$ cat src/rtl/fat_dir_entry_decoder_assert.svh
// Assertion macros shared by the directory entry decoder modules.
`ifndef FAT_DIR_ENTRY_DECODER_ASSERT_SVH
`define FAT_DIR_ENTRY_DECODER_ASSERT_SVH
`ifndef SYNTHESIS
`define FDE_ASSERT(label, prop) \
  label: assert property (@(posedge clk) disable iff (rst) prop) \
    else $error("fde assertion failed");
`define FDE_ASSERT_NEVER(label, expr) \
  label: assert property (@(posedge clk) disable iff (rst) !(expr)) \
    else $error("fde forbidden condition seen");
`else
`define FDE_ASSERT(label, prop)
`define FDE_ASSERT_NEVER(label, expr)
`endif
`endif

$ cat src/rtl/fde_pkg.sv
// Shared constants, types and helper functions of the directory entry decoder.
`default_nettype none
package fde_pkg;

  // Entry layout.
  localparam int NAME_LEN       = 11;
  localparam int ENTRY_BYTES    = 32;
  localparam int POS_W          = $clog2(ENTRY_BYTES);
  localparam int IDX_W          = $clog2(NAME_LEN + 1);
  localparam int ATTR_POS       = 11;
  localparam int CLUS_LO_POS    = 26;
  localparam int CLUS_HI_POS    = 27;
  localparam int SIZE_B0_POS    = 28;
  localparam int SIZE_B1_POS    = 29;
  localparam int SIZE_B2_POS    = 30;
  localparam int LAST_POS       = ENTRY_BYTES - 1;
  localparam int DIR_ATTR_BIT   = 4;

  // Depth of the request queue between front and back.
  localparam int QUEUE_DEPTH    = 2;

  typedef logic [7:0] char_t;

  // Character codes.
  localparam char_t CHAR_NUL    = 8'd0;
  localparam char_t CHAR_SPACE  = 8'd32;
  localparam char_t CHAR_DOT    = 8'd46;
  localparam char_t CHAR_DIG_LO = 8'd48;
  localparam char_t CHAR_DIG_HI = 8'd57;
  localparam char_t CHAR_UC_LO  = 8'd65;
  localparam char_t CHAR_UC_HI  = 8'd90;
  localparam char_t CHAR_LC_LO  = 8'd97;
  localparam char_t CHAR_LC_HI  = 8'd122;

  // One accepted directory entry, ready to be turned into name characters.
  typedef struct packed {
    char_t [NAME_LEN-1:0] name;
    logic                 is_dir;
    logic [15:0]          cluster;
    logic [31:0]          size;
  } entry_t;

  // A name byte must be a digit, a letter or a space.
  function automatic logic name_byte_ok(input char_t c);
    return c inside {[CHAR_DIG_LO:CHAR_DIG_HI], [CHAR_UC_LO:CHAR_UC_HI],
                     [CHAR_LC_LO:CHAR_LC_HI], CHAR_SPACE};
  endfunction

endpackage
`default_nettype wire

$ cat src/rtl/fde_queue.sv
// Small request queue between the byte front end and the name emitter.
`default_nettype none
`include "fat_dir_entry_decoder_assert.svh"
module fde_queue (
  input  logic            clk,
  input  logic            rst,
  input  logic            push_valid,
  output logic            push_ready,
  input  fde_pkg::entry_t push_entry,
  output logic            pop_valid,
  input  logic            pop_ready,
  output fde_pkg::entry_t pop_entry
);

  localparam int PTR_W = (fde_pkg::QUEUE_DEPTH > 1) ? $clog2(fde_pkg::QUEUE_DEPTH) : 1;
  localparam int CNT_W = $clog2(fde_pkg::QUEUE_DEPTH + 1);
  localparam logic [PTR_W-1:0] PTR_LAST = PTR_W'(fde_pkg::QUEUE_DEPTH - 1);
  localparam logic [CNT_W-1:0] CNT_FULL = CNT_W'(fde_pkg::QUEUE_DEPTH);

  fde_pkg::entry_t  slots [fde_pkg::QUEUE_DEPTH];
  logic [PTR_W-1:0] wr_ptr;
  logic [PTR_W-1:0] rd_ptr;
  logic [CNT_W-1:0] count;
  logic             do_push;
  logic             do_pop;

  // Handshake on both sides.
  assign push_ready = (count != CNT_FULL);
  assign pop_valid  = (count != '0);
  assign do_push    = push_valid && push_ready;
  assign do_pop     = pop_valid && pop_ready;
  assign pop_entry  = slots[rd_ptr];

  // Pointers and fill count.
  always_ff @(posedge clk) begin
    if (rst) begin
      wr_ptr <= '0;
      rd_ptr <= '0;
      count  <= '0;
    end else begin
      if (do_push) begin
        wr_ptr <= (wr_ptr == PTR_LAST) ? '0 : wr_ptr + 1'b1;
      end
      if (do_pop) begin
        rd_ptr <= (rd_ptr == PTR_LAST) ? '0 : rd_ptr + 1'b1;
      end
      if (do_push && !do_pop) begin
        count <= count + 1'b1;
      end else if (do_pop && !do_push) begin
        count <= count - 1'b1;
      end
    end
  end

  // Entry storage; no reset is needed for the payload.
  always_ff @(posedge clk) begin
    if (do_push) begin
      slots[wr_ptr] <= push_entry;
    end
  end

  `FDE_ASSERT(q_count_up, (do_push && !do_pop) |=> (count == $past(count) + 1'b1))
  `FDE_ASSERT_NEVER(q_overflow, count > CNT_FULL)

endmodule
`default_nettype wire

$ cat src/rtl/fde_front.sv
// Front end: collects directory bytes into entries and checks the name.
`default_nettype none
`include "fat_dir_entry_decoder_assert.svh"
module fde_front (
  input  logic            clk,
  input  logic            rst,
  input  logic            in_valid,
  output logic            in_ready,
  input  logic [7:0]      entry_byte,
  output logic            push_valid,
  input  logic            push_ready,
  output fde_pkg::entry_t push_entry
);

  localparam int PW = fde_pkg::POS_W;
  localparam logic [PW-1:0] P_ATTR   = PW'(fde_pkg::ATTR_POS);
  localparam logic [PW-1:0] P_CL_LO  = PW'(fde_pkg::CLUS_LO_POS);
  localparam logic [PW-1:0] P_CL_HI  = PW'(fde_pkg::CLUS_HI_POS);
  localparam logic [PW-1:0] P_SZ0    = PW'(fde_pkg::SIZE_B0_POS);
  localparam logic [PW-1:0] P_SZ1    = PW'(fde_pkg::SIZE_B1_POS);
  localparam logic [PW-1:0] P_SZ2    = PW'(fde_pkg::SIZE_B2_POS);
  localparam logic [PW-1:0] P_LAST   = PW'(fde_pkg::LAST_POS);
  localparam logic [PW-1:0] P_NAME_N = PW'(fde_pkg::NAME_LEN);

  logic [PW-1:0]  pos;
  logic [PW-1:0]  pos_next;
  fde_pkg::char_t name [fde_pkg::NAME_LEN];
  logic [7:0]     attr;
  logic [15:0]    cluster;
  logic [23:0]    size_lo;
  logic           all_ok;
  logic           at_last;
  logic           accept;

  assign at_last  = (pos == P_LAST);
  assign pos_next = pos + 1'b1;

  // Every name byte must pass the character check; a zero first byte fails it too.
  always_comb begin
    all_ok = 1'b1;
    for (int i = 0; i < fde_pkg::NAME_LEN; i++) begin
      all_ok = all_ok && fde_pkg::name_byte_ok(name[i]);
    end
  end

  // Only the final byte of a kept entry needs room in the queue.
  assign in_ready   = !at_last || push_ready || !all_ok;
  assign accept     = in_valid && in_ready;
  assign push_valid = in_valid && at_last && all_ok;

  always_comb begin
    for (int i = 0; i < fde_pkg::NAME_LEN; i++) begin
      push_entry.name[i] = name[i];
    end
    push_entry.is_dir  = attr[fde_pkg::DIR_ATTR_BIT];
    push_entry.cluster = cluster;
    push_entry.size    = {entry_byte, size_lo};
  end

  // Byte position within the entry wraps every entry.
  always_ff @(posedge clk) begin
    if (rst) begin
      pos <= '0;
    end else if (accept) begin
      pos <= pos_next;
    end
  end

  // Field capture.
  always_ff @(posedge clk) begin
    if (accept) begin
      if (pos < P_NAME_N) begin
        name[pos[fde_pkg::IDX_W-1:0]] <= entry_byte;
      end
      case (pos)
        P_ATTR:  attr           <= entry_byte;
        P_CL_LO: cluster[7:0]   <= entry_byte;
        P_CL_HI: cluster[15:8]  <= entry_byte;
        P_SZ0:   size_lo[7:0]   <= entry_byte;
        P_SZ1:   size_lo[15:8]  <= entry_byte;
        P_SZ2:   size_lo[23:16] <= entry_byte;
        default: ;
      endcase
    end
  end

  `FDE_ASSERT(fr_ready_mid, !at_last |-> in_ready)
  `FDE_ASSERT(fr_push_only_last, (push_valid && push_ready) |-> (accept && at_last))

endmodule
`default_nettype wire

$ cat src/rtl/fde_back.sv
// Back end: queued entry to display-name chars, one per cycle unless stalled.
`default_nettype none
`include "fat_dir_entry_decoder_assert.svh"
module fde_back (
  input  logic            clk,
  input  logic            rst,
  input  logic            pop_valid,
  output logic            pop_ready,
  input  fde_pkg::entry_t pop_entry,
  output logic            out_valid,
  input  logic            out_ready,
  output logic [7:0]      name_char,
  output logic            char_valid,
  output logic            is_directory,
  output logic [15:0]     first_cluster,
  output logic [31:0]     file_size,
  output logic            last_char
);

  localparam int IW = fde_pkg::IDX_W;
  localparam logic [IW-1:0] K_END = IW'(fde_pkg::NAME_LEN);

  logic            busy;
  fde_pkg::entry_t cur;
  logic [IW-1:0]   k;
  fde_pkg::char_t  ext [fde_pkg::NAME_LEN + 1];
  fde_pkg::char_t  ch;
  logic            ch_space;
  logic [IW-1:0]   next_word;
  fde_pkg::char_t  step_char;
  logic            step_valid;
  logic [IW-1:0]   step_k;
  logic            step_last;
  logic            advance;
  logic            load_out;
  logic            take;

  // Name padded with one space past its end, so lookahead stays in range.
  always_comb begin
    for (int i = 0; i < fde_pkg::NAME_LEN; i++) begin
      ext[i] = cur.name[i];
    end
    ext[fde_pkg::NAME_LEN] = fde_pkg::CHAR_SPACE;
  end

  assign ch       = ext[k];
  assign ch_space = (ch == fde_pkg::CHAR_SPACE);

  // First non-space position after the current one, or the end of the name.
  always_comb begin
    next_word = K_END;
    for (int j = fde_pkg::NAME_LEN - 1; j >= 0; j--) begin
      if ((IW'(j) > k) && (ext[j] != fde_pkg::CHAR_SPACE)) begin
        next_word = IW'(j);
      end
    end
  end

  // One output character per step.
  always_comb begin
    step_char  = ch;
    step_valid = 1'b1;
    step_k     = k + 1'b1;
    step_last  = 1'b0;
    if (!cur.is_dir) begin
      // A file turns each run of spaces into a single dot.
      if (ch_space) begin
        step_char = fde_pkg::CHAR_DOT;
        step_k    = next_word;
      end
      step_last = (step_k == K_END);
    end else if (ch_space) begin
      // A directory whose name begins with a space gives the empty name.
      step_char  = fde_pkg::CHAR_NUL;
      step_valid = 1'b0;
      step_last  = 1'b1;
    end else begin
      step_last = (ext[k + 1'b1] == fde_pkg::CHAR_SPACE);
    end
  end

  assign advance   = !out_valid || out_ready;
  assign load_out  = busy && advance;
  assign pop_ready = !busy || (load_out && step_last);
  assign take      = pop_valid && pop_ready;

  // Control state.
  always_ff @(posedge clk) begin
    if (rst) begin
      busy      <= 1'b0;
      k         <= '0;
      out_valid <= 1'b0;
    end else begin
      if (advance) begin
        out_valid <= busy;
      end
      if (take) begin
        busy <= 1'b1;
        k    <= '0;
      end else if (load_out) begin
        k <= step_k;
        if (step_last) begin
          busy <= 1'b0;
        end
      end
    end
  end

  // Current entry and output register payload.
  always_ff @(posedge clk) begin
    if (take) begin
      cur <= pop_entry;
    end
    if (load_out) begin
      name_char     <= step_char;
      char_valid    <= step_valid;
      is_directory  <= cur.is_dir;
      first_cluster <= cur.cluster;
      file_size     <= cur.size;
      last_char     <= step_last;
    end
  end

  `FDE_ASSERT(bk_done_idle, (load_out && step_last && !pop_valid) |=> !busy)
  `FDE_ASSERT_NEVER(bk_index_past_end, busy && (k >= K_END))

endmodule
`default_nettype wire

$ cat src/rtl/fat_dir_entry_decoder.sv
// Top level of the FAT directory entry decoder: front end, queue and name emitter.
// Input: one directory byte per cycle; input stalls only at an entry's final byte
// when the two-entry queue is full. A kept entry passes the queue and the emitter's
// entry register, then one character per cycle leaves the output register while
// out_ready is high. Synchronous rst clears byte position, queue and output valid;
// no clearing pass is needed and a request is taken in the cycle after reset.
`default_nettype none
module fat_dir_entry_decoder (
  input  logic        clk,
  input  logic        rst,
  input  logic        in_valid,
  output logic        in_ready,
  input  logic [7:0]  entry_byte,
  output logic        out_valid,
  input  logic        out_ready,
  output logic [7:0]  name_char,
  output logic        char_valid,
  output logic        is_directory,
  output logic [15:0] first_cluster,
  output logic [31:0] file_size,
  output logic        last_char
);

  logic            push_valid;
  logic            push_ready;
  fde_pkg::entry_t push_entry;
  logic            pop_valid;
  logic            pop_ready;
  fde_pkg::entry_t pop_entry;

  fde_front u_front (
    .clk        (clk),
    .rst        (rst),
    .in_valid   (in_valid),
    .in_ready   (in_ready),
    .entry_byte (entry_byte),
    .push_valid (push_valid),
    .push_ready (push_ready),
    .push_entry (push_entry)
  );

  fde_queue u_queue (
    .clk        (clk),
    .rst        (rst),
    .push_valid (push_valid),
    .push_ready (push_ready),
    .push_entry (push_entry),
    .pop_valid  (pop_valid),
    .pop_ready  (pop_ready),
    .pop_entry  (pop_entry)
  );

  fde_back u_back (
    .clk           (clk),
    .rst           (rst),
    .pop_valid     (pop_valid),
    .pop_ready     (pop_ready),
    .pop_entry     (pop_entry),
    .out_valid     (out_valid),
    .out_ready     (out_ready),
    .name_char     (name_char),
    .char_valid    (char_valid),
    .is_directory  (is_directory),
    .first_cluster (first_cluster),
    .file_size     (file_size),
    .last_char     (last_char)
  );

endmodule
`default_nettype wire

$ cat config.mk
export PLATFORM = sky130hd
export DESIGN_NAME = fat_dir_entry_decoder
export DESIGN_NICKNAME = d
export VERILOG_FILES = /design/src/rtl/fde_pkg.sv /design/src/rtl/fde_queue.sv /design/src/rtl/fde_front.sv /design/src/rtl/fde_back.sv /design/src/rtl/fat_dir_entry_decoder.sv
export VERILOG_INCLUDE_DIRS = /design/src /design/src/rtl
export SDC_FILE = /design/constraint.sdc
export NUM_CORES = 1
export LEC_CHECK = 0
export BUFFER_PORTS_ARGS = -buffer_cell sky130_fd_sc_hd__clkbuf_2
export CORE_MARGIN = 2
export CORE_UTILIZATION = 65
export DETAILED_ROUTE_END_ITERATION = 10
export MAX_ROUTING_LAYER = met4
export PLACE_DENSITY = 0.91
export SYNTH_ARGS = -nofsm -noshare
export SYNTH_HDL_FRONTEND = slang
export SYNTH_SLANG_ARGS = --single-unit
$ cat constraint.sdc
create_clock -name clk -period 35.2 [get_ports clk]
set_input_delay 7.04 -clock clk [delete_from_list [all_inputs] [get_ports clk]]
set_output_delay 7.04 -clock clk [all_outputs]
set_load 0.005 [all_outputs]
Word level (Yosys, flattened, before mapping)

Memory sizes are Yosys's and may differ from the RTL's. A register that Yosys moved wholly into a read port is not among the register bits.
Cells that the tools add are included.

Bits of input ports: 12
Bits in registers: 119
Memories kept: 2
Logic and storage cells: 276
Memory bits (writable): 362
Output and inout bits: 61

Memories:

| memory        | words | bits a word | rd ports | clocked after Yosys merged registers in | write ports | RTL line        | RTL |
|---|---|---|---|---|---|---|---|
| u_queue.slots | 2     | 137         | 1        | 1                                       | 1           | fde_queue.sv:20 | `fde_pkg::entry_t slots [fde_pkg::QUEUE_DEPTH];` |
| u_front.name  | 11    | 8           | 11       | 0                                       | 1           | fde_front.sv:27 | `fde_pkg::char_t name [fde_pkg::NAME_LEN];` |

Reduce and logical (&&, ||, !) cells: 96
Bitwise logic cells: 2
Magnitude comparators: 80
Muxes and demuxes: 38
$add $sub $neg: 6
Equal/unequal tests: 33

Operators by type and width:

| operator                                                                             | number |
|---|---|
| 8-bit by 7-bit greater-or-equal comparator with 1-bit output (second input constant) | 22 |
| 8-bit by 7-bit less-or-equal comparator with 1-bit output (second input constant)    | 22 |
| 8-bit by 6-bit == test with 1-bit output (second input constant)                     | 13 |
| 8-bit by 6-bit greater-or-equal comparator with 1-bit output (second input constant) | 11 |
| 8-bit by 6-bit less-or-equal comparator with 1-bit output (second input constant)    | 11 |
| 8-bit by 6-bit != test with 1-bit output (second input constant)                     | 11 |
| 8-bit binary-select mux with 4-bit select                                            | 2 |
| 1-bit logical AND                                                                    | 63 |
| 8-bit two-way mux                                                                    | 7 |
| 4-bit two-way mux                                                                    | 11 |
| 4-bit nonzero test                                                                   | 11 |
| 5-bit == test (second input constant)                                                | 6 |
| 3-bit by 4-bit > comparator with 1-bit output (first input constant)                 | 4 |
| 1-bit two-way mux                                                                    | 14 |
| 2-bit AND reduction                                                                  | 7 |
| 4-bit > comparator (first input constant)                                            | 3 |
| 5-bit greater-or-equal comparator (second input constant)                            | 2 |
| 4-bit NOT with 5-bit output                                                          | 2 |
| 1-bit by 4-bit > comparator with 1-bit output (first input constant)                 | 2 |
| 2-bit by 4-bit > comparator with 1-bit output (first input constant)                 | 2 |
| 2-bit two-way mux                                                                    | 4 |
| 2-bit nonzero test                                                                   | 4 |
| 1-bit zero test                                                                      | 6 |
| 5-bit by 1-bit adder with 5-bit output (second input constant)                       | 1 |
| other kinds (10)                                                                     | 14 |

Longest topological paths before layout

Gate-level depths: netlist (run 1).

Depth in word-level cells: 23
Mapped depth: 17
Depth with buffers taken out: 14

Modules after synthesis

From an unflattened synthesis (run 1), not the netlist that was laid out.

Cells, all modules: 1213
Area total of the unflattened synthesis: 23161.0 sq um

By module, submodules not included:

| module    | area each (sq um) | instances | cells each | sequential area each (sq um) |
|---|---|---|---|---|
| fde_queue | 10154.7           | 1         | 450        | 8328.0 |
| fde_back  | 7828.8            | 1         | 438        | 6005.8 |
| fde_front | 5177.5            | 1         | 325        | 3973.8 |

Worst setup path before layout (run 1)

Ideal clock, no wire load.

Path type: input to register
Start point: in in_valid
End point: mem u_queue.slots[0][0] (netlist name) (enable)
Path slack: 14254 ps
Required time: 34230 ps
Cell stages on the path: 2
Setup time: 970 ps
Buffers on the path: 0
Data arrival time: 19976 ps
Cells stage by stage: nand2_1 nor4_1

Cells in the longest elaborated chain, start to end: 5

RTL lines:

| element                                 | RTL line                    | RTL |
|---|---|---|
| start: declaration                      | fat_dir_entry_decoder.sv:11 | `input logic in_valid,` |
| 1-bit logical AND (2 in a row)          | fde_front.sv:49             | `assign push_valid = in_valid && at_last && all_ok;` |
| 1-bit logical AND                       | fde_queue.sv:30             | `assign do_push = push_valid && push_ready;` |
| 1-bit two-way mux                       | fde_queue.sv:57             | `if (do_push) begin` |
| 1-bit two-way mux (not written as such) | fde_queue.sv:58             | `slots[wr_ptr] <= push_entry;` |
| end: declaration                        | fde_queue.sv:20             |  |

Every way passes these cells.

Worst setup path in the final report (run 1)

Start point: reg u_front.pos[1]
End point: out in_ready

Cells in the longest elaborated chain, start to end: 4

RTL lines:

| element                       | RTL line                    | RTL |
|---|---|---|
| start: declaration            | fde_front.sv:25             | `logic [PW-1:0] pos;` |
| start signal: assignment      | fde_front.sv:65             | `pos <= pos_next;` |
| 5-bit == test                 | fde_front.sv:35             | `assign at_last = (pos == P_LAST);` |
| 1-bit zero test               | fde_front.sv:47             | `assign in_ready = !at_last \|\| push_ready \|\| !all_ok;` |
| 1-bit logical OR (2 in a row) | fde_front.sv:47             |  |
| end: declaration              | fat_dir_entry_decoder.sv:12 | `output logic in_ready,` |

Every way passes these cells.

==> flow_results.org, run 1 <==
** Outcome
- The flow ran to the end, and the final reports show no timing, DRC or antenna violations.

** Synthesis
- Post-synth EDFFs :: 599
- Async set-or-reset flop fraction in the synthesized netlist :: 0%
- Net count of the mapped netlist :: 1203
- The share of synthesized area in the top cell type comes to 78.7%.
- Most frequent cell after synthesis :: edfxtp_1
- For this run, the register share of the synthesized area comes to 80.0%.
- In this run, synthesis produced a sequential element count of 614.
- For this run, the number of Yosys warnings is 0.
- Area of the mapped netlist :: 22900 um2
- Number of library cell types mapped by synthesis :: 73
- A synthesized cell averages 19.3 um2.
- Cell accounting for the most synthesized area :: edfxtp_1
- Top cells by area in the synthesized netlist :: edfxtp_1 79%, mux2_2 6.8%, dfxtp_1 1.3%
- Count of mapped cells out of synthesis :: 1181
- Among all flip-flop cells after synthesis, the most frequent one is edfxtp_1.
- Counting instances in the post-synthesis netlist gives the leading cell types as 599 x edfxtp_1, 139 x mux2_2, 41 x nor2_1.

** Critical path
- The signal on the critical path passes through ha_1, and3_1, ha_1, nor4b_1, nand4_1, nor3_1, o2111ai_1, or4_1, or3_1, clkbuf_2.
- Along the worst path, the maximum fanout reaches 7.
- The most numerous cell type found on the critical path is ha_1.
- Critical Path RT :: 28160 ps
- In this design, the stage delay of the slowest critical-path cell is 650 ps.
- The slowest stage of the critical path is the or4_1 cell.
- Startpoint-to-endpoint class of the critical path :: register to output pin
- Worst endpoint data arrival time :: 4100 ps
- The worst setup path is launched from a register.
- STA classifies the critical path endpoint as an output pin.

** Clock network
- Root cell of the clock tree :: clkbuf_16
- Clock-pin slew was measured on the worst setup and hold paths at 70 ps.
- In this run, post-CTS repair resized a total of 0 instances.
- The H-tree was split into 2 levels.
- The number of clock buffers added by TritonCTS is 54.
- Hold buffer count at cts :: 0
- For the worst-skew pair, the clock arrives at the later sink with an insertion delay of 620 ps.
- The clock passes through at most 3 buffers.
- The clock drives 614 sinks.
- TritonCTS clock tree :: yes
- Once the clock tree was built, the setup fixing pass inserted 0 buffers.

** Die
- Number of primary I/O pins :: 73
- Initial standard-cell utilization of the core :: 66.2%
- In this run the standard cell core region covers 34500 um2.
- Width of the die :: 192 um
- In this run the core area contains 68 standard-cell rows.
- Height of the die :: 192 um
- Overall die area :: 36700 um2

** Power
- In this run the power spent charging and discharging nets is 0.000280 W.
- Share of total power in sequential cells :: 56.5%
- Combinational logic burns 0.8% of the power.
- Total power divided by cell area :: 55.3 nW/um2
- IR analysis of the VDD net gives a maximum drop of 0.0000724 V.
- Switching power as a share of total power :: 19.9%
- The internal portion of the total power is 0.00113 W.
- Static leakage :: 8.18 nW
- Per report_power, the clock group accounts for 42.7% of the total.

** Timing
- In this run the tightest slew margin relative to its limit is 14.0%.
- At the pin with the least slew margin, the transition time is 1290 ps.
- Final Setup Violations :: 0
- The number of max-slew violations in the final report is 0.
- The hold violation count in the final report is 0.
- Max frequency :: 89.7 MHz
- Setup slack closes at 24060 ps.
- Between clock sinks in the finished design, the worst skew comes to 44.3 ps.
- Setup repair after global routing missed its margin :: no
- The final critical path takes up 31.7% of the cycle.
- The smallest clock period supported by the final layout is computed as 11140 ps.
- Final total negative setup slack :: 0 ps

** Detailed routing
- Total via count after detailed routing :: 11900
- After detailed routing, the average wire length per cell comes to 29.0 um.
- Total wire length after detailed routing :: 51.9 mm
- In this run, the number of DRC markers left after iteration 0 of detailed routing was 1480.
- Pre-Repair DR Iteration Count :: 7
- DRC Markers :: 0
- Dividing the detail-routed via count by the number of cells gives 6.67.
- Final ANT Viol Nets :: 0

** Finish
- After the last flow step, the layout net total stands at 1310.
- After filler insertion, the fill cell instance count of the layout stands at 1744.
- In the final layout, the share of cells above drive strength 1 is 26.1%.
- Diode count :: 0
- In the final layout, the multi-input gates occupy 4270 um2.
- Layout overhead on the synthesized area :: 11.7%
- Across the whole layout, storage elements account for 18300 um2.

** Global routing
- The number of global-route vias before repair is 11900.
- The initial antenna violation count came to 0.
- The first global-routing pass estimated 76.9 mm of wire.
- Global router's overall resource usage :: 30.1%
- Entering global routing, the biggest net connects 89 pins.
- After global routing the overflow that remains totals 0.

** Place
- Routability-driven placement finished with a final weighted congestion of 0.914.
- Pre-CTS worst setup slack :: 24840 ps
- HPWL Detailed :: 29.1 mm
- Total of buffers placed on input and output ports :: 72

** Run
- Max-cap violations in this run came to 0.

** Min path
- Class of the tightest hold or removal check :: register to register
final cells by class:
type | count | share of cell area [%]
sequential | 614 | 71.7
multi-input combinational | 499 | 16.7
clock inverter | 32 | 1.34
inverter | 34 | 0.500
clock buffer | 68 | 5.70
timing repair buffer | 85 | 1.79
tap | 455 | 2.23
cell usage in the layout, fill, tap and decap left out, types with 10 or more instances in the layout:
cell	synthesis	final
inv_1	33	32
mux2i_1	23	23
nand3_1	16	16
nor2_1	41	41
nor4_1	17	16
ha_1	10	10
clkbuf_2	0	72
buf_4	2	13
o21ai_0	15	15
nand2_1	13	13
edfxtp_1	599	599
dfxtp_1	15	13
clkbuf_1	17	10
nand2b_1	11	11
mux4_2	10	10
mux2_2	139	139
a21oi_1	23	23
nor4b_1	12	12
nor3_1	19	19
clkbuf_16	0	55
power by group through the flow:
| stage | clock (W) | sequential, W | combinational [W] |
|---|---|---|---|
| global route | 0.000628 | 0.000797 | 0.0000117 |
| finish | 0.000602 | 0.000797 | 0.0000112 |
| detailed placement | 0 | 0.000813 | 0.0000105 |
| CTS | 0.000604 | 0.000797 | 0.0000111 |
| global placement | 0 | 0.000813 | 0.00000993 |
| floorplan | 0 | 0.000812 | 0.00000347 |
metal layers:
metal  up-vias  track usage [%]  wire, um
li1       4944                -         -
met1      6005             37.4     18800
met2       827             50.8     27000
met3       135             4.33      4030
met4         0             11.1      2020
met5         -                -         0
through the flow:
step           instances  total power (W)  utilization [%]  area, um2  hold slack, ps
5_1_grt             1787          0.00144             73.9      25500             424
3_3_place_gp        1687         0.000823             68.7      23700             404
4_1_cts             1787          0.00141             73.9      25500             420
2_1_floorplan       1181         0.000816                -      22900             400
3_5_place_dp        1687         0.000824             68.7      23700             405
6_report            1787          0.00141             73.9      25500             418
worst max-delay path: cells and delay by family (launching register included):
family | cells | cell delay, ps
and+or+nand+nor | 6 | 2210
DFF | 1 | 500
adders and majority gates | 2 | 490
buffers and inverters | 1 | 170
AOI/OAI and AO/OA | 1 | 140
worst paths after layout:
| check | startpoint | to | slack, ps | cells after the start |
|---|---|---|---|---|
| setup / recovery | u_front.pos[1] | in_ready | 24060 | 10 |
| hold / removal | u_back.cur[11] | u_back.file_size[11] | 420 | 0 |
| setup reg to reg | u_front.pos[1] | u_queue.slots[1][53] | 29370 | 11 |
| hold reg to reg | u_back.cur[11] | u_back.file_size[11] | 420 | 0 |
cell families after synthesis:
kind of cell,Yosys count,synth area share [%]
adders and majority gates,10,0.548
and+or+nand+nor,188,4.77
xor gates and xnor gates,6,0.230
buffers and inverters,68,1.37
AOI/OAI and AO/OA,121,3.99
muxes,174,9.07
DFF,614,80.0
flip-flops by register name (all words and copies together) (netlist names), 2 cells and up:
name and count:
u_front.cluster 16, u_front.pos 5, u_back.k 4, u_back.name_char 8, u_back.file_size 32, u_front.name 88, u_queue.slots 274, u_queue.count 2
u_back.first_cluster 16, u_front.size_lo 24, u_back.cur 137
Note: power is estimated with default switching activity, not from simulation.
==> run 2, diff against run 1 <==
--- a/config.mk
+++ b/config.mk
@@ -6,12 +6,13 @@
 export SDC_FILE = /design/constraint.sdc
 export NUM_CORES = 1
 export LEC_CHECK = 0
+export ABC_AREA = 1
 export BUFFER_PORTS_ARGS = -buffer_cell sky130_fd_sc_hd__clkbuf_2
 export CORE_MARGIN = 2
-export CORE_UTILIZATION = 65
+export CORE_UTILIZATION = 62
 export DETAILED_ROUTE_END_ITERATION = 10
 export MAX_ROUTING_LAYER = met4
-export PLACE_DENSITY = 0.91
+export PLACE_DENSITY = 0.87
 export SYNTH_ARGS = -nofsm -noshare
 export SYNTH_HDL_FRONTEND = slang
 export SYNTH_SLANG_ARGS = --single-unit
==> constraint.sdc (replaced) <==
create_clock -name clk -period 10.39 [get_ports clk]
set_input_delay 2.078 -clock clk [delete_from_list [all_inputs] [get_ports clk]]
set_output_delay 2.078 -clock clk [all_outputs]
set_load 0.005 [all_outputs]
==> run 2 against run 1 <==
Net effect: die area grew 8.0%; clock skew grew 14 ps; critical endpoint is now u_back.cur[132]; critical path type is now register to register; hold slack lost 20 ps; global-route usage shrank 1.2 points.
==> flow_results.org, run 2 <==
** Synthesis
- Post-synth EDFFs :: 599 (unchanged)
- The register bit count reported by yosys was 614 (unchanged).
- Yosys instantiated no cell more often than edfxtp_1.
- Among all flip-flop cells after synthesis, the most frequent one is edfxtp_1.
- The async set or reset register ratio after synthesis was 0% (unchanged).
- Commonest cells in the netlist :: 599 x edfxtp_1, 264 x nand2_1, 156 x inv_1
- Cell accounting for the most synthesized area :: edfxtp_1
- Share of synthesized area occupied by flip-flops and latches :: 77.6% (-2.5 points)
- By area the synthesized netlist is led by edfxtp_1 76%, mux2_2 6.5%, nand2_1 4.2%.
- Net count of the mapped netlist :: 1610 (+34%)
- The mean instance size in the synthesized netlist is 14.8 um2 (-23%).
- Count of mapped cells out of synthesis :: 1588 (+34%)
- Area share of the largest cell type after synthesis :: 76.3% (-2.4 points)
- The area of the mapped netlist was 23600 um2 (+3.2%).
- Warnings from Yosys :: 0 (unchanged)
- The count of different cell masters after synthesis was 40 (-45%).

** Power
- The internal power came to 0.00473 W (+320%).
- The switching portion of total power was 28.4% (+8.6 points).
- The maximum vdd drop is 0.000171 V (+140%).
- The share of power burned in combinational logic is 17.0% (+16 points).
- The net switching component of the power was 0.00188 W (+570%).
- Share of total power in sequential cells :: 51.3% (-5.2 points)
- Part of the total power dissipated in the clock network :: 31.6% (-11 points)
- Static leakage :: 9.44 nW (+15%)
- The power density over the cells came to 251 nW/um2 (+350%).

** Critical path
- The critical path data required time was 10600 ps (-17560 ps).
- Terminus of the critical flop-to-flop path :: u_back.cur[132]
- Capturing element of the worst setup path :: u_back.cur[132]
- The worst setup path is captured at a register.
- Highest net fanout along the worst path :: 97 (+90)
- The depth of the most critical reg-to-reg path is 20 (+9).
- STA classifies the critical path startpoint as a register.
- Tracing the worst setup path back leads to its startpoint at u_back.k[0].
- Worst endpoint data arrival time :: 6220 ps (+2120 ps)
- Setup slack of the worst register-to-register path :: 4380 ps (-24990 ps)
- Startpoint-to-endpoint class of the critical path :: register to register
- The startpoint identified for the worst register-to-register timing path is u_back.k[0].

** Place
- Total placed instance area :: 24500 um2 (+3.2%)
- The routability-driven placement congestion ratio came to 0.925 (+1.2%).
- HPWL Detailed :: 31.6 mm (+8.5%)
- Total of buffers placed on input and output ports :: 72 (unchanged)

** Die
- The full die area was 39600 um2 (+8.0%).
- Placeable core region :: 37600 um2 (+8.8%)
- Number of placement rows :: 71 (+4.4%)
- The y dimension of the die is 199 um (+3.9%).
- The number of top-level pins is 73 (unchanged).
- The initial core utilization was 62.8% (-3.4 points).
- The die boundary width came to 199 um (+3.9%).

** Timing
- Share of the cycle needed by the critical path after routing :: 57.8%
- Setup repair after global routing left no endpoint under its margin.
- The final hold slack is 398 ps (-20.4 ps).
- Final total negative setup slack :: 0 ps (unchanged)
- Max Transition Viols Final :: 0 (unchanged)
- The hold violation count in the final report was 0 (unchanged).
- The final-report setup violation count is 0 (unchanged).
- Final critical delay including setup and external delays :: 6010 ps
- Relative slew slack :: 21.5% (+7.5 points)
- Static timing analysis puts the maximum clock frequency at 166 MHz.
- The transition at the pin with the smallest max-transition slack came to 1180 ps (-115 ps).
- The worst clock skew came to 58.2 ps (+13.9 ps).

** Clock network
- Root cell of the clock tree :: clkbuf_16
- The count of cells resized by post-cts repair came to 0 (unchanged).
- The number of clock sinks was 614 (unchanged).
- The level count of the clock H-tree is 2 (unchanged).
- TritonCTS built the clock tree.
- The maximum buffer depth of the clock tree is 3 (unchanged).
- The total of hold buffers inserted after clock tree synthesis is 0 (unchanged).
- The clock-pin slew on the worst setup and hold paths came to 70 ps (about the same).
- The clock insertion delay at the later pin of the skew report is 650 ps (+30 ps).
- The TritonCTS buffer count is 57 (+5.6%).
- Buffers inserted by post-CTS timing repair :: 0 (unchanged)

** Min path
- In this run the worst hold path is classified as register to register.
- HP Start :: u_back.cur[39]

** Finish
- Final Net Count :: 1713 (+31%)
- The library cell used most frequently in the layout, excluding fill and tap cells, is edfxtp_1.
- Utilization after layout :: 70.1% (-3.8 points)
- The library cells used most frequently in the layout, excluding fill and tap cells, are 599 x edfxtp_1, 264 x nand2_1, 154 x inv_1.
- The final design area excluding fillers was 26400 um2 (+3.3%).
- Layout overhead on the synthesized area :: 11.8% (about the same)
- The share of cells above drive strength 1 is 18.4% (-7.7 points).
- The flip-flop count of the largest register, all copies and words added is 274 (unchanged).
- Counting flops per register, the top entry is u_queue.slots.

** Detailed routing
- The post-detailed-route DRC marker count was 0 (unchanged).
- DRC marker count from the first detailed-route iteration :: 1699 (+15%)
- Final ANT Viol Nets :: 0 (unchanged)
- Total wire length after detailed routing :: 53.6 mm (+3.4%)
- The number of vias after detailed routing is 13400 (+13%).
- Detail-routed via count per cell :: 5.97 (-10%)
- Pre-Repair DR Iteration Count :: 6 (-1)
- Wire length per cell :: 23.8 um (-18%)

** Global routing
- Number of global-route vias before repair :: 13300 (+11%)
- Number of antenna violations at the first check in global routing :: 1 (+1)
- Global router's overall resource usage :: 28.8% (-1.2 points)
- Residual overflow from global routing :: 0 (unchanged)
- The largest net degree at the start of global routing is 98 (+10%).
- First-pass GRT wire length :: 80.0 mm (+4.0%)

** Outcome
- Run status :: completed

** Run
- Number of max-cap violations :: 0 (unchanged)
-- run 2: changes by cell type after synthesis, moves of 13 or more --
cell     delta
nand4_1    +13
mux2i_1    -23
a21oi_1    +19
nand3_1    +65
o21ai_0    +23
nand2_1   +251
inv_1     +123
nor3_1     -13
nor2_1     +82
-- run 2: worst min path at each step --
stage / slack [ps] / cells past startpoint / end
after floorplan: 400 / 0 / u_back.file_size[0]
after CTS: 400 / 0 / u_back.first_cluster[7]
after global routing: 420 / 0 / u_back.first_cluster[7]
after global placement: 400 / 0 / u_back.file_size[2]
after detailed placement: 400 / 0 / u_back.first_cluster[8]
final: 400 / 0 / u_back.first_cluster[7]
-- run 2: layout make-up --
type	count	area, um2
Fill cell	2220	11200
Multi-Input combinational cell	779	4520
Inverter	159	602
Tap cell	511	639
Antenna cell	2	5.00
Sequential cell	614	18300
Timing Repair Buffer	80	420
Clock inverter	35	369
Clock buffer	71	1500
-- run 2: metrics by stage --
stage | setup WS (ps) | instances | total power [W]
global route | 3850 | 2250 | 0.00686
global placement | 4720 | 2143 | 0.00448
floorplan | 1870 | 1588 | 0.00414
detailed placement | 4540 | 2143 | 0.00452
CTS | 4430 | 2249 | 0.00661
finish | 4380 | 2251 | 0.00661
-- run 2: critical path: stages (launching register included) --
cell       delay (ps)
dfxtp_2           310
buf_4             660
inv_2             580
ha_1              800
inv_1             280
nand2_1           180
a21oi_1            60
a21oi_1           150
o2111ai_1         140
nand3_1           120
nand2_1            60
inv_1              50
nand2_1            50
nand2_1            60
nand2_1            60
nand2_2           120
nand2_2            60
nand2_2           110
nand2_2           130
inv_4             550
buf_4             960
-- run 2: logic make-up after synthesis --
family,share of synthesized area (%)
simple gates,9.24
xor+xnor,0.111
flops,77.6
mux,6.54
compound gates,2.70
fa+ha+maj,0.531
buf+inv,3.32
-- run 2: per-layer routing --
metal  vias up  share of wire, %  global-route usage, %
met5         -                 0                      -
met4         0               4.0                   12.4
met3       148               8.7                   5.05
met2       802                49                   45.2
met1      6573                39                   37.6
li1       5917                 -                      -
-- run 2: power groups by stage --
stage                     clock [W]  combinational [W]  sequential [W]
after floorplan                   0           0.000781         0.00336
after global placement            0            0.00107         0.00341
after detailed placement          0            0.00110         0.00342
after CTS                   0.00210            0.00112         0.00339
after global routing        0.00219            0.00125         0.00342
final                       0.00209            0.00112         0.00339
